==> src/rtl/core/dhd_pkg.sv <==
package dhd_pkg;

	localparam int BOX_ELEMS   = 4;
	localparam int MAX_CLASSES = 255;
	localparam int MAX_ROWS    = 16384;

	localparam int VAL_W   = 16;
	localparam int ROW_W   = 14;
	localparam int CLS_W   = 8;
	localparam int NC_W    = 8;
	localparam int COORD_W = 15;
	localparam int SIZE_W  = 14;
	localparam int CFG_IDX_W = 2;
	// column position reaches BOX_ELEMS + MAX_CLASSES - 1
	localparam int COL_W   = $clog2(BOX_ELEMS + MAX_CLASSES);
	localparam int BOX_IDX_W = $clog2(BOX_ELEMS);

	typedef enum logic [CFG_IDX_W-1:0] {
		CFG_THRESHOLD   = 2'd0,
		CFG_SCALE_X     = 2'd1,
		CFG_SCALE_Y     = 2'd2,
		CFG_NUM_CLASSES = 2'd3
	} cfg_idx_t;

	typedef struct packed {
		logic [VAL_W-1:0] conf_threshold;
		logic [VAL_W-1:0] scale_x;
		logic [VAL_W-1:0] scale_y;
		logic [NC_W-1:0]  class_count;
	} cfg_t;

	// one row that passed the threshold, box still in model coordinates
	typedef struct packed {
		logic [ROW_W-1:0] row_index;
		logic [CLS_W-1:0] best_class;
		logic [VAL_W-1:0] best_score;
		logic [VAL_W-1:0] cx;
		logic [VAL_W-1:0] cy;
		logic [VAL_W-1:0] w;
		logic [VAL_W-1:0] h;
	} cand_t;

endpackage

==> src/rtl/core/dhd_if.sv <==
interface dhd_in_if
	import dhd_pkg::*;
();
	logic             valid;
	logic             ready;
	logic [VAL_W-1:0] element_value;
	logic             frame_first;

	modport source(output valid, element_value, frame_first, input ready);
	modport sink(input valid, element_value, frame_first, output ready);
endinterface

interface dhd_out_if
	import dhd_pkg::*;
();
	logic                      valid;
	logic                      ready;
	logic [ROW_W-1:0]          row_index;
	logic [CLS_W-1:0]          best_class;
	logic [VAL_W-1:0]          best_score;
	logic signed [COORD_W-1:0] left_x;
	logic signed [COORD_W-1:0] top_y;
	logic [SIZE_W-1:0]         box_width;
	logic [SIZE_W-1:0]         box_height;

	modport source(output valid, row_index, best_class, best_score, left_x, top_y,
		box_width, box_height, input ready);
	modport sink(input valid, row_index, best_class, best_score, left_x, top_y,
		box_width, box_height, output ready);
endinterface

==> src/rtl/core/dhd_argmax.sv <==
module dhd_argmax
	import dhd_pkg::*;
(
	input  logic      clk,
	input  logic      arst_n,
	dhd_in_if.sink    elem,
	input  cfg_t      cfg,
	output logic      cand_valid,
	input  logic      cand_ready,
	output cand_t     cand
);

	logic [COL_W-1:0] col_q;
	logic [ROW_W-1:0] row_q;
	logic [VAL_W-1:0] box_q [BOX_ELEMS];
	logic [VAL_W-1:0] max_q;
	logic [CLS_W-1:0] cls_q;
	logic             vld_s1;
	cand_t            cand_s1;

	logic             accept;
	logic [COL_W-1:0] col_eff;
	logic [ROW_W-1:0] row_eff;
	logic [ROW_W-1:0] row_next;
	logic [COL_W-1:0] nc_eff;
	logic [COL_W-1:0] k;
	logic             is_box;
	logic [VAL_W-1:0] cur_max;
	logic [VAL_W-1:0] new_max;
	logic [CLS_W-1:0] new_cls;
	logic             row_end;
	logic             hit;

	assign elem.ready = !vld_s1 || cand_ready;
	assign accept     = elem.valid && elem.ready;

	always_comb begin
		col_eff = elem.frame_first ? '0 : col_q;
		row_eff = elem.frame_first ? '0 : row_q;
		row_next = (row_eff == ROW_W'(MAX_ROWS - 1)) ? '0 : row_eff + 1'b1;
		if (cfg.class_count == '0) begin
			nc_eff = COL_W'(1);
		end else if (COL_W'(cfg.class_count) > COL_W'(MAX_CLASSES)) begin
			nc_eff = COL_W'(MAX_CLASSES);
		end else begin
			nc_eff = COL_W'(cfg.class_count);
		end
		is_box  = col_eff < COL_W'(BOX_ELEMS);
		k       = col_eff - COL_W'(BOX_ELEMS);
		// first score of a row restarts the argmax at zero
		cur_max = (k == '0) ? '0 : max_q;
		if (elem.element_value > cur_max) begin
			new_max = elem.element_value;
			new_cls = k[CLS_W-1:0];
		end else begin
			new_max = cur_max;
			new_cls = (k == '0) ? '0 : cls_q;
		end
		row_end = !is_box && (k + 1'b1 >= nc_eff);
		hit     = row_end && (new_max >= cfg.conf_threshold);
	end

	always_ff @(posedge clk or negedge arst_n) begin
		if (!arst_n) begin
			col_q <= '0;
			row_q <= '0;
			max_q <= '0;
			cls_q <= '0;
			for (int i = 0; i < BOX_ELEMS; i++) box_q[i] <= '0;
		end else if (accept) begin
			if (is_box) begin
				box_q[col_eff[BOX_IDX_W-1:0]] <= elem.element_value;
				col_q <= col_eff + 1'b1;
				row_q <= row_eff;
			end else begin
				max_q <= new_max;
				cls_q <= new_cls;
				if (row_end) begin
					col_q <= '0;
					row_q <= row_next;
				end else begin
					col_q <= col_eff + 1'b1;
					row_q <= row_eff;
				end
			end
		end
	end

	always_ff @(posedge clk or negedge arst_n) begin
		if (!arst_n) begin
			vld_s1 <= 1'b0;
		end else if (elem.ready) begin
			vld_s1 <= accept && hit;
		end
	end

	always_ff @(posedge clk) begin
		if (accept && hit) begin
			cand_s1.row_index  <= row_eff;
			cand_s1.best_class <= new_cls;
			cand_s1.best_score <= new_max;
			cand_s1.cx         <= box_q[0];
			cand_s1.cy         <= box_q[1];
			cand_s1.w          <= box_q[2];
			cand_s1.h          <= box_q[3];
		end
	end

	assign cand_valid = vld_s1;
	assign cand       = cand_s1;

	a_col_bound: assert property (@(posedge clk) disable iff (!arst_n)
		col_q <= COL_W'(BOX_ELEMS + MAX_CLASSES - 1))
		else $error("column position past last score");

	a_row_end_clears: assert property (@(posedge clk) disable iff (!arst_n)
		(accept && row_end) |=> (col_q == '0))
		else $error("column not cleared at row end");

	a_cand_held: assert property (@(posedge clk) disable iff (!arst_n)
		(vld_s1 && !cand_ready) |=> (vld_s1 && $stable(cand_s1)))
		else $error("stalled candidate changed");

endmodule

==> src/rtl/core/dhd_box.sv <==
module dhd_box
	import dhd_pkg::*;
(
	input  logic      clk,
	input  logic      arst_n,
	input  logic      cand_valid,
	output logic      cand_ready,
	input  cand_t     cand,
	input  cfg_t      cfg,
	dhd_out_if.source det
);

	localparam int DIFF_W  = VAL_W + 2;
	localparam int PROD_W  = DIFF_W + VAL_W + 1;
	localparam int EXT_W   = 2 * VAL_W;
	localparam int C_SHIFT = 19;
	localparam int E_SHIFT = 18;
	localparam int Q_W     = PROD_W - C_SHIFT;

	logic                     vld_s2;
	logic                     vld_s3;
	logic                     en2;
	logic                     en3;
	logic [ROW_W-1:0]         row_s2;
	logic [CLS_W-1:0]         cls_s2;
	logic [VAL_W-1:0]         score_s2;
	logic signed [PROD_W-1:0] px_s2;
	logic signed [PROD_W-1:0] py_s2;
	logic [EXT_W-1:0]         pw_s2;
	logic [EXT_W-1:0]         ph_s2;
	logic [ROW_W-1:0]         row_s3;
	logic [CLS_W-1:0]         cls_s3;
	logic [VAL_W-1:0]         score_s3;
	logic signed [COORD_W-1:0] lx_s3;
	logic signed [COORD_W-1:0] ty_s3;
	logic [SIZE_W-1:0]        bw_s3;
	logic [SIZE_W-1:0]        bh_s3;

	logic signed [DIFF_W-1:0] dx;
	logic signed [DIFF_W-1:0] dy;

	// shift toward zero, then clamp to the signed output range
	function automatic logic signed [COORD_W-1:0] corner(input logic signed [PROD_W-1:0] p);
		logic signed [PROD_W-1:0] adj;
		logic signed [Q_W-1:0]    q;
		logic signed [Q_W-1:0]    hi;
		logic signed [Q_W-1:0]    lo;
		hi  = Q_W'((1 << (COORD_W - 1)) - 1);
		lo  = -Q_W'(1 << (COORD_W - 1));
		adj = p + (p[PROD_W-1] ? PROD_W'((1 << C_SHIFT) - 1) : '0);
		q   = Q_W'(adj >>> C_SHIFT);
		if (q > hi) begin
			corner = COORD_W'(hi);
		end else if (q < lo) begin
			corner = COORD_W'(lo);
		end else begin
			corner = COORD_W'(q);
		end
	endfunction

	// product is below 2^32, so the shifted value always fits the size range
	function automatic logic [SIZE_W-1:0] extent(input logic [EXT_W-1:0] p);
		extent = p[E_SHIFT +: SIZE_W];
	endfunction

	assign en3        = !vld_s3 || det.ready;
	assign en2        = !vld_s2 || en3;
	assign cand_ready = en2;

	assign dx = $signed({1'b0, cand.cx, 1'b0}) - $signed({2'b00, cand.w});
	assign dy = $signed({1'b0, cand.cy, 1'b0}) - $signed({2'b00, cand.h});

	always_ff @(posedge clk or negedge arst_n) begin
		if (!arst_n) begin
			vld_s2 <= 1'b0;
			vld_s3 <= 1'b0;
		end else begin
			if (en2) vld_s2 <= cand_valid;
			if (en3) vld_s3 <= vld_s2;
		end
	end

	always_ff @(posedge clk) begin
		if (en2 && cand_valid) begin
			row_s2   <= cand.row_index;
			cls_s2   <= cand.best_class;
			score_s2 <= cand.best_score;
			px_s2    <= PROD_W'(dx) * PROD_W'($signed({1'b0, cfg.scale_x}));
			py_s2    <= PROD_W'(dy) * PROD_W'($signed({1'b0, cfg.scale_y}));
			pw_s2    <= EXT_W'(cand.w) * EXT_W'(cfg.scale_x);
			ph_s2    <= EXT_W'(cand.h) * EXT_W'(cfg.scale_y);
		end
		if (en3 && vld_s2) begin
			row_s3   <= row_s2;
			cls_s3   <= cls_s2;
			score_s3 <= score_s2;
			lx_s3    <= corner(px_s2);
			ty_s3    <= corner(py_s2);
			bw_s3    <= extent(pw_s2);
			bh_s3    <= extent(ph_s2);
		end
	end

	assign det.valid      = vld_s3;
	assign det.row_index  = row_s3;
	assign det.best_class = cls_s3;
	assign det.best_score = score_s3;
	assign det.left_x     = lx_s3;
	assign det.top_y      = ty_s3;
	assign det.box_width  = bw_s3;
	assign det.box_height = bh_s3;

	a_s2_held: assert property (@(posedge clk) disable iff (!arst_n)
		(vld_s2 && !en3) |=> (vld_s2 && $stable(px_s2) && $stable(row_s2)))
		else $error("stalled product stage changed");

	a_no_drop: assert property (@(posedge clk) disable iff (!arst_n)
		(vld_s2 && vld_s3 && !det.ready) |=> (vld_s2 && vld_s3))
		else $error("detection lost under stall");

	a_out_held: assert property (@(posedge clk) disable iff (!arst_n)
		(vld_s3 && !det.ready) |=> (vld_s3 && $stable(lx_s3) && $stable(row_s3)))
		else $error("stalled detection changed");

endmodule

==> src/rtl/core/detection_head_decode.sv <==
// a detection is registered as a candidate, then in the box product and output stages
// throughput: one element beat per cycle, set by the running argmax
// the box scaling runs in two registered stages behind it and only holds off input
// once all three stages are full and the output is stalled
// reset: asynchronous, active low; counters, argmax and box fields clear to zero,
// registers return to threshold 16384, scales 4096, 80 classes
module detection_head_decode
	import dhd_pkg::*;
(
	input  logic                 clk,
	input  logic                 arst_n,
	dhd_in_if.sink               elem,
	dhd_out_if.source            det,
	input  logic                 cfg_we,
	input  logic [CFG_IDX_W-1:0] cfg_index,
	input  logic [VAL_W-1:0]     cfg_data
);

	cfg_t  cfg_q;
	logic  cand_valid;
	logic  cand_ready;
	cand_t cand;

	always_ff @(posedge clk or negedge arst_n) begin
		if (!arst_n) begin
			cfg_q.conf_threshold <= VAL_W'(16384);
			cfg_q.scale_x        <= VAL_W'(4096);
			cfg_q.scale_y        <= VAL_W'(4096);
			cfg_q.class_count    <= NC_W'(80);
		end else if (cfg_we) begin
			case (cfg_idx_t'(cfg_index))
				CFG_THRESHOLD:   cfg_q.conf_threshold <= cfg_data;
				CFG_SCALE_X:     cfg_q.scale_x        <= cfg_data;
				CFG_SCALE_Y:     cfg_q.scale_y        <= cfg_data;
				CFG_NUM_CLASSES: cfg_q.class_count    <= cfg_data[NC_W-1:0];
				default: begin
				end
			endcase
		end
	end

	dhd_argmax u_argmax (
		.clk        (clk),
		.arst_n     (arst_n),
		.elem       (elem),
		.cfg        (cfg_q),
		.cand_valid (cand_valid),
		.cand_ready (cand_ready),
		.cand       (cand)
	);

	dhd_box u_box (
		.clk        (clk),
		.arst_n     (arst_n),
		.cand_valid (cand_valid),
		.cand_ready (cand_ready),
		.cand       (cand),
		.cfg        (cfg_q),
		.det        (det)
	);

endmodule
==> src/flat_wrapper.sv <==
// flat-port wrapper written by rule: the top's interface ports become plain ports
module detection_head_decode_flat import dhd_pkg::*;
  (clk, arst_n, cfg_we, cfg_index, cfg_data, elem_valid, elem_element_value, elem_frame_first, elem_ready, det_valid, det_row_index, det_best_class, det_best_score, det_left_x, det_top_y, det_box_width, det_box_height, det_ready);
  dhd_in_if elem_i ();
  dhd_out_if det_i ();
  input  logic clk;
  input  logic arst_n;
  input  logic cfg_we;
  input  logic [CFG_IDX_W-1:0] cfg_index;
  input  logic [VAL_W-1:0] cfg_data;
  input wire logic [$bits(elem_i.valid)-1:0] elem_valid;
  input wire logic [$bits(elem_i.element_value)-1:0] elem_element_value;
  input wire logic [$bits(elem_i.frame_first)-1:0] elem_frame_first;
  output wire logic [$bits(elem_i.ready)-1:0] elem_ready;
  output wire logic [$bits(det_i.valid)-1:0] det_valid;
  output wire logic [$bits(det_i.row_index)-1:0] det_row_index;
  output wire logic [$bits(det_i.best_class)-1:0] det_best_class;
  output wire logic [$bits(det_i.best_score)-1:0] det_best_score;
  output wire logic [$bits(det_i.left_x)-1:0] det_left_x;
  output wire logic [$bits(det_i.top_y)-1:0] det_top_y;
  output wire logic [$bits(det_i.box_width)-1:0] det_box_width;
  output wire logic [$bits(det_i.box_height)-1:0] det_box_height;
  input wire logic [$bits(det_i.ready)-1:0] det_ready;
  assign elem_i.valid = elem_valid;
  assign elem_i.element_value = elem_element_value;
  assign elem_i.frame_first = elem_frame_first;
  assign elem_ready = elem_i.ready;
  assign det_valid = det_i.valid;
  assign det_row_index = det_i.row_index;
  assign det_best_class = det_i.best_class;
  assign det_best_score = det_i.best_score;
  assign det_left_x = det_i.left_x;
  assign det_top_y = det_i.top_y;
  assign det_box_width = det_i.box_width;
  assign det_box_height = det_i.box_height;
  assign det_i.ready = det_ready;
  detection_head_decode u_core (.clk(clk), .arst_n(arst_n), .elem(elem_i), .det(det_i), .cfg_we(cfg_we), .cfg_index(cfg_index), .cfg_data(cfg_data));
endmodule
==> config.mk <==
export PLATFORM = sky130hd
export DESIGN_NAME = detection_head_decode_flat
export DESIGN_NICKNAME = d
export VERILOG_FILES = /design/src/rtl/core/dhd_pkg.sv /design/src/rtl/core/dhd_if.sv /design/src/rtl/core/dhd_argmax.sv /design/src/rtl/core/dhd_box.sv /design/src/rtl/core/detection_head_decode.sv /design/src/flat_wrapper.sv
export SDC_FILE = /design/constraint.sdc
export NUM_CORES = 2
export LEC_CHECK = 0
export BUFFER_PORTS_ARGS = -buffer_cell sky130_fd_sc_hd__buf_2
export CORE_MARGIN = 5
export CORE_UTILIZATION = 70
export CTS_BUF_LIST = sky130_fd_sc_hd__clkbuf_8 sky130_fd_sc_hd__clkbuf_16
export DETAILED_ROUTE_END_ITERATION = 16
export GPL_TIMING_DRIVEN = 0
export HOLD_SLACK_MARGIN = 0.15
export PLACE_DENSITY = 0.85
export SETUP_SLACK_MARGIN = 0.02
export SLEW_MARGIN = 20
export SYNTH_ARGS = -nofsm -noshare
export SYNTH_HDL_FRONTEND = slang
export SYNTH_SLANG_ARGS = --single-unit
==> constraint.sdc <==
create_clock -name clk -period 27.4 [get_ports clk]
set_input_delay 1.37 -clock clk [delete_from_list [all_inputs] [get_ports clk]]
set_output_delay 1.37 -clock clk [all_outputs]
set_load 0.02 [all_outputs]
==> summary.md <==
| Metric | Value |
|---|---|
| Status | complete, no violations |
| Post-synthesis area per instance | 9.76 sq um |
| Hold Path Class | flip-flop to flip-flop |
| Cell with the most instances after synthesis | inv_1 |
| TritonCTS clock tree | yes |
| Number of synthesized flops with an enable pin | 334 |
| Seq cells post-synth | 504 |
| Synth top area share | 0.316 |
| Post-DP HPWL | 133000 um |
| WS Path Type | flip-flop to flip-flop |
| Antenna Nets Post-Route | 0 |
| Reg-to-reg endpoint | u_core.u_box.px_s2[32] |
| Synth Warn # | 0 |
| Cell variety after synth | 84 |
| Initial antenna violation count | 8 |
| Vias in the first global route | 48439 |
| Largest stage delay, worst path | 0.72 ns |
| Gr usage total | 0.363 |
| RSZ-0062 raised after global routing | false |
| Routing usage on met1 | 0.489 |
| Setup crit start kind | flip-flop |
| Max Fclk | 98.7 MHz |
| DRT Wirelength | 168000 um |
| CP max stage cell | xnor2_1 |
| Pins Over Slew Limit | 0 |
| Worst-skew pair later-pin latency | 0.69 ns |
| Hold Fails Final Rpt | 0 |
| Cts repair resizes | 0 |
| CP Capture Type | flip-flop |
| Reg-to-reg slack, setup | 17.27 ns |
| Sequential cell area | 14300 sq um |
| # rows | 108 |
| Fin crit share | 0.370 |
| Worst Path Arrival | 10.69 ns |
| IO Pins | 138 |
| Max-slew headroom | 0.259 |
| Hold_ws | 0.413 ns |
| R2R Path Start | u_core.u_argmax.cand[17] |
| Die ar. | 93200 sq um |
| Met3 Track Usage GR | 0.105 |
| Core Region | 86600 sq um |
| Synth Instances | 6249 |
| Initial Utilization | 0.704 |
| Cell depth of the worst setup path | 30 |
| Buf+Inv Stages, Crit Path | 6 |
| Post-synthesis cell area | 61000 sq um |
| Slew @ Worst Pin | 1.10 ns |
| # port buffers | 136 |
| Multi-input logic area | 40700 sq um |
| Routed vias/inst | 6.08 |
| Final net count | 7946 |
| Residual DRC count | 0 |
| Endpoints failing setup | 0 |
| Top cells by area, synth | fa_1 (32%), edfxtp_1 (16%), ha_1 (10%) |
| Dominant synthesized flop cell | edfxtp_1 |
| Clk slew on worst S/H paths | 0.09 ns |
| Die W | 305 um |
| Total gr overflow | 0 |
| Routability congestion estimate | 1.05 |
| Worst Clk Skew | 0.0764 ns |
| Clock sink count | 504 |
| Most instantiated cells after synthesis | inv_1 (1294), fa_1 (962), nand2_1 (749), ha_1 (494), and2_1 (371) |
| Clock Path Buffers | 3 |
| H-tree levels | 2 |
| Fin crit period | 10.13 ns |
| Post-synthesis net count | 7745 |
| Post-synth ARST share | 0.337 |
| WL/cell | 21.9 um |
| Share of cells above drive strength 1 | 0.0511 |
| Post-CTS Setup Inserts | 0 |
| CTS Hold Buffers Added | 0 |
| Initial DRC Count | 4976 |
| Syn-to-layout area delta | 6.98% |
| CP top delay family | adder cells |
| Critical Path End | u_core.u_box.px_s2[32] |
| Max Cap Violations | 0 |
| CTS Root Cell | clkbuf_16 |
| Routed vias | 46539 |
| TritonCTS Buffers | 53 |
| First-pass GRT wire length | 265000 um |
| Die Ht | 305 um |
| R2R depth | 30 |
| Drt first pass iters | 8 |
| Gr busiest metal | met2 |
| CP most frequent cell | fa_1 |
| Largest net degree at the start of global routing | 91 |
| Layout fillers | 5792 |
| Leading area contributor after synthesis | fa_1 |
| Sequential fraction of the synthesis area | 0.234 |
| Routing usage on met2 | 0.555 |
| CP Launch Point | u_core.u_argmax.cand[17] |
| Crit-path max FO | 10 |
| Critical Path RT | 27.96 ns |
| TNS Setup | 0 ns |
==> stage by stage <==
stage                     area [sq um]  utilization  setup WS [ns]  cells
after floorplan                  61000            -          15.86   6249
after global placement           63100        0.729          12.23   7540
after detailed placement         63400        0.732          17.29   7550
after CTS                        65300        0.754          17.42   7650
after global routing             65300        0.754          16.80   7650
final                            65300        0.754          17.27   7654
==> sequential cells by signal, summed over array words and instances, names as in the netlist, 15 cells and up <==
signal / count
u_core.cfg_q: 56
u_core.u_box.px_s2: 35
u_core.u_box.det.best_score: 16
u_core.u_box.score_s2: 16
u_core.u_argmax.max_q: 16
u_core.u_box.det.left_x: 15
u_core.u_box.py_s2: 35
u_core.u_box.det.top_y: 15
u_core.u_argmax.cand: 102
u_core.u_argmax.box_q: 64
==> per-layer routing <==
| metal | share of wire | vias to the layer above | wire length [um] |
|---|---|---|---|
| li1 | - | 20119 | - |
| met1 | 0.37 | 22966 | 62900 |
| met2 | 0.44 | 2834 | 74500 |
| met3 | 0.13 | 618 | 21200 |
| met4 | 0.055 | 2 | 9300 |
| met5 | 0.000077 | - | 13 |
==> layout by cell type (no fill, tap or decap), types with 9 or more instances in the layout <==
master        n
inv_1      1304
fa_1        962
nand2_1     749
ha_1        494
and2_1      369
edfxtp_1    334
clkbuf_1    274
o21ai_0     228
nor2_1      175
dfrtp_1     165
a21oi_1     149
buf_2       149
xnor2_1     121
nand3_1      94
nor2b_1      70
clkbuf_16    55
nand2b_1     51
and3_1       51
a31oi_1      50
a21o_1       48
nand4_1      45
nor3_1       44
mux2_2       44
xor2_1       38
o22ai_1      38
o211ai_1     36
o21a_1       30
a211oi_1     20
o311a_1      20
o2111ai_1    18
nor4_1       15
or3_1        13
o21bai_1     12
maj3_1       11
or2_2        10
o311ai_1     10
o21ai_1       9
nand3b_1      9
==> final cells by class <==
type | instances | share of cell area
Clock buffer | 58 | 0.0217
Antenna cell | 4 | 0.000153
Sequential cell | 504 | 0.219
Inverter | 1297 | 0.0746
Tap cell | 1155 | 0.0221
Clock inverter | 42 | 0.00690
Multi-Input combinational cell | 4151 | 0.624
Timing Repair Buffer | 146 | 0.0142
Buffer | 297 | 0.0177
==> how the worst min path moves through the flow <==
stage / from / end / slack, ns / cells past startpoint
after floorplan: u_core.u_argmax.cand[80] / u_core.u_box.cls_s2[0] / 0.40 / 0
after global placement: u_core.u_box.row_s2[4] / u_core.u_box.det.row_index[4] / 0.40 / 0
after detailed placement: u_core.u_box.cls_s2[3] / u_core.u_box.det.best_class[3] / 0.40 / 0
after CTS: u_core.u_argmax.cand[97] / u_core.u_box.row_s2[9] / 0.40 / 0
after global routing: u_core.u_argmax.cand[97] / u_core.u_box.row_s2[9] / 0.41 / 0
final: u_core.u_box.cls_s2[3] / u_core.u_box.det.best_class[3] / 0.41 / 0
==> kinds of logic after synthesis <==
| logic type | synth area share |
|---|---|
| AOI/OAI and AO/OA | 0.0790 |
| xor gates and xnor gates | 0.0228 |
| adders and majority gates | 0.419 |
| buffers and inverters | 0.0988 |
| DFF | 0.234 |
| muxes | 0.00894 |
| and+or+nand+nor | 0.138 |
Power is not shown: default switching activity piles up to over one toggle a cycle in this logic, so the estimate is an artifact.
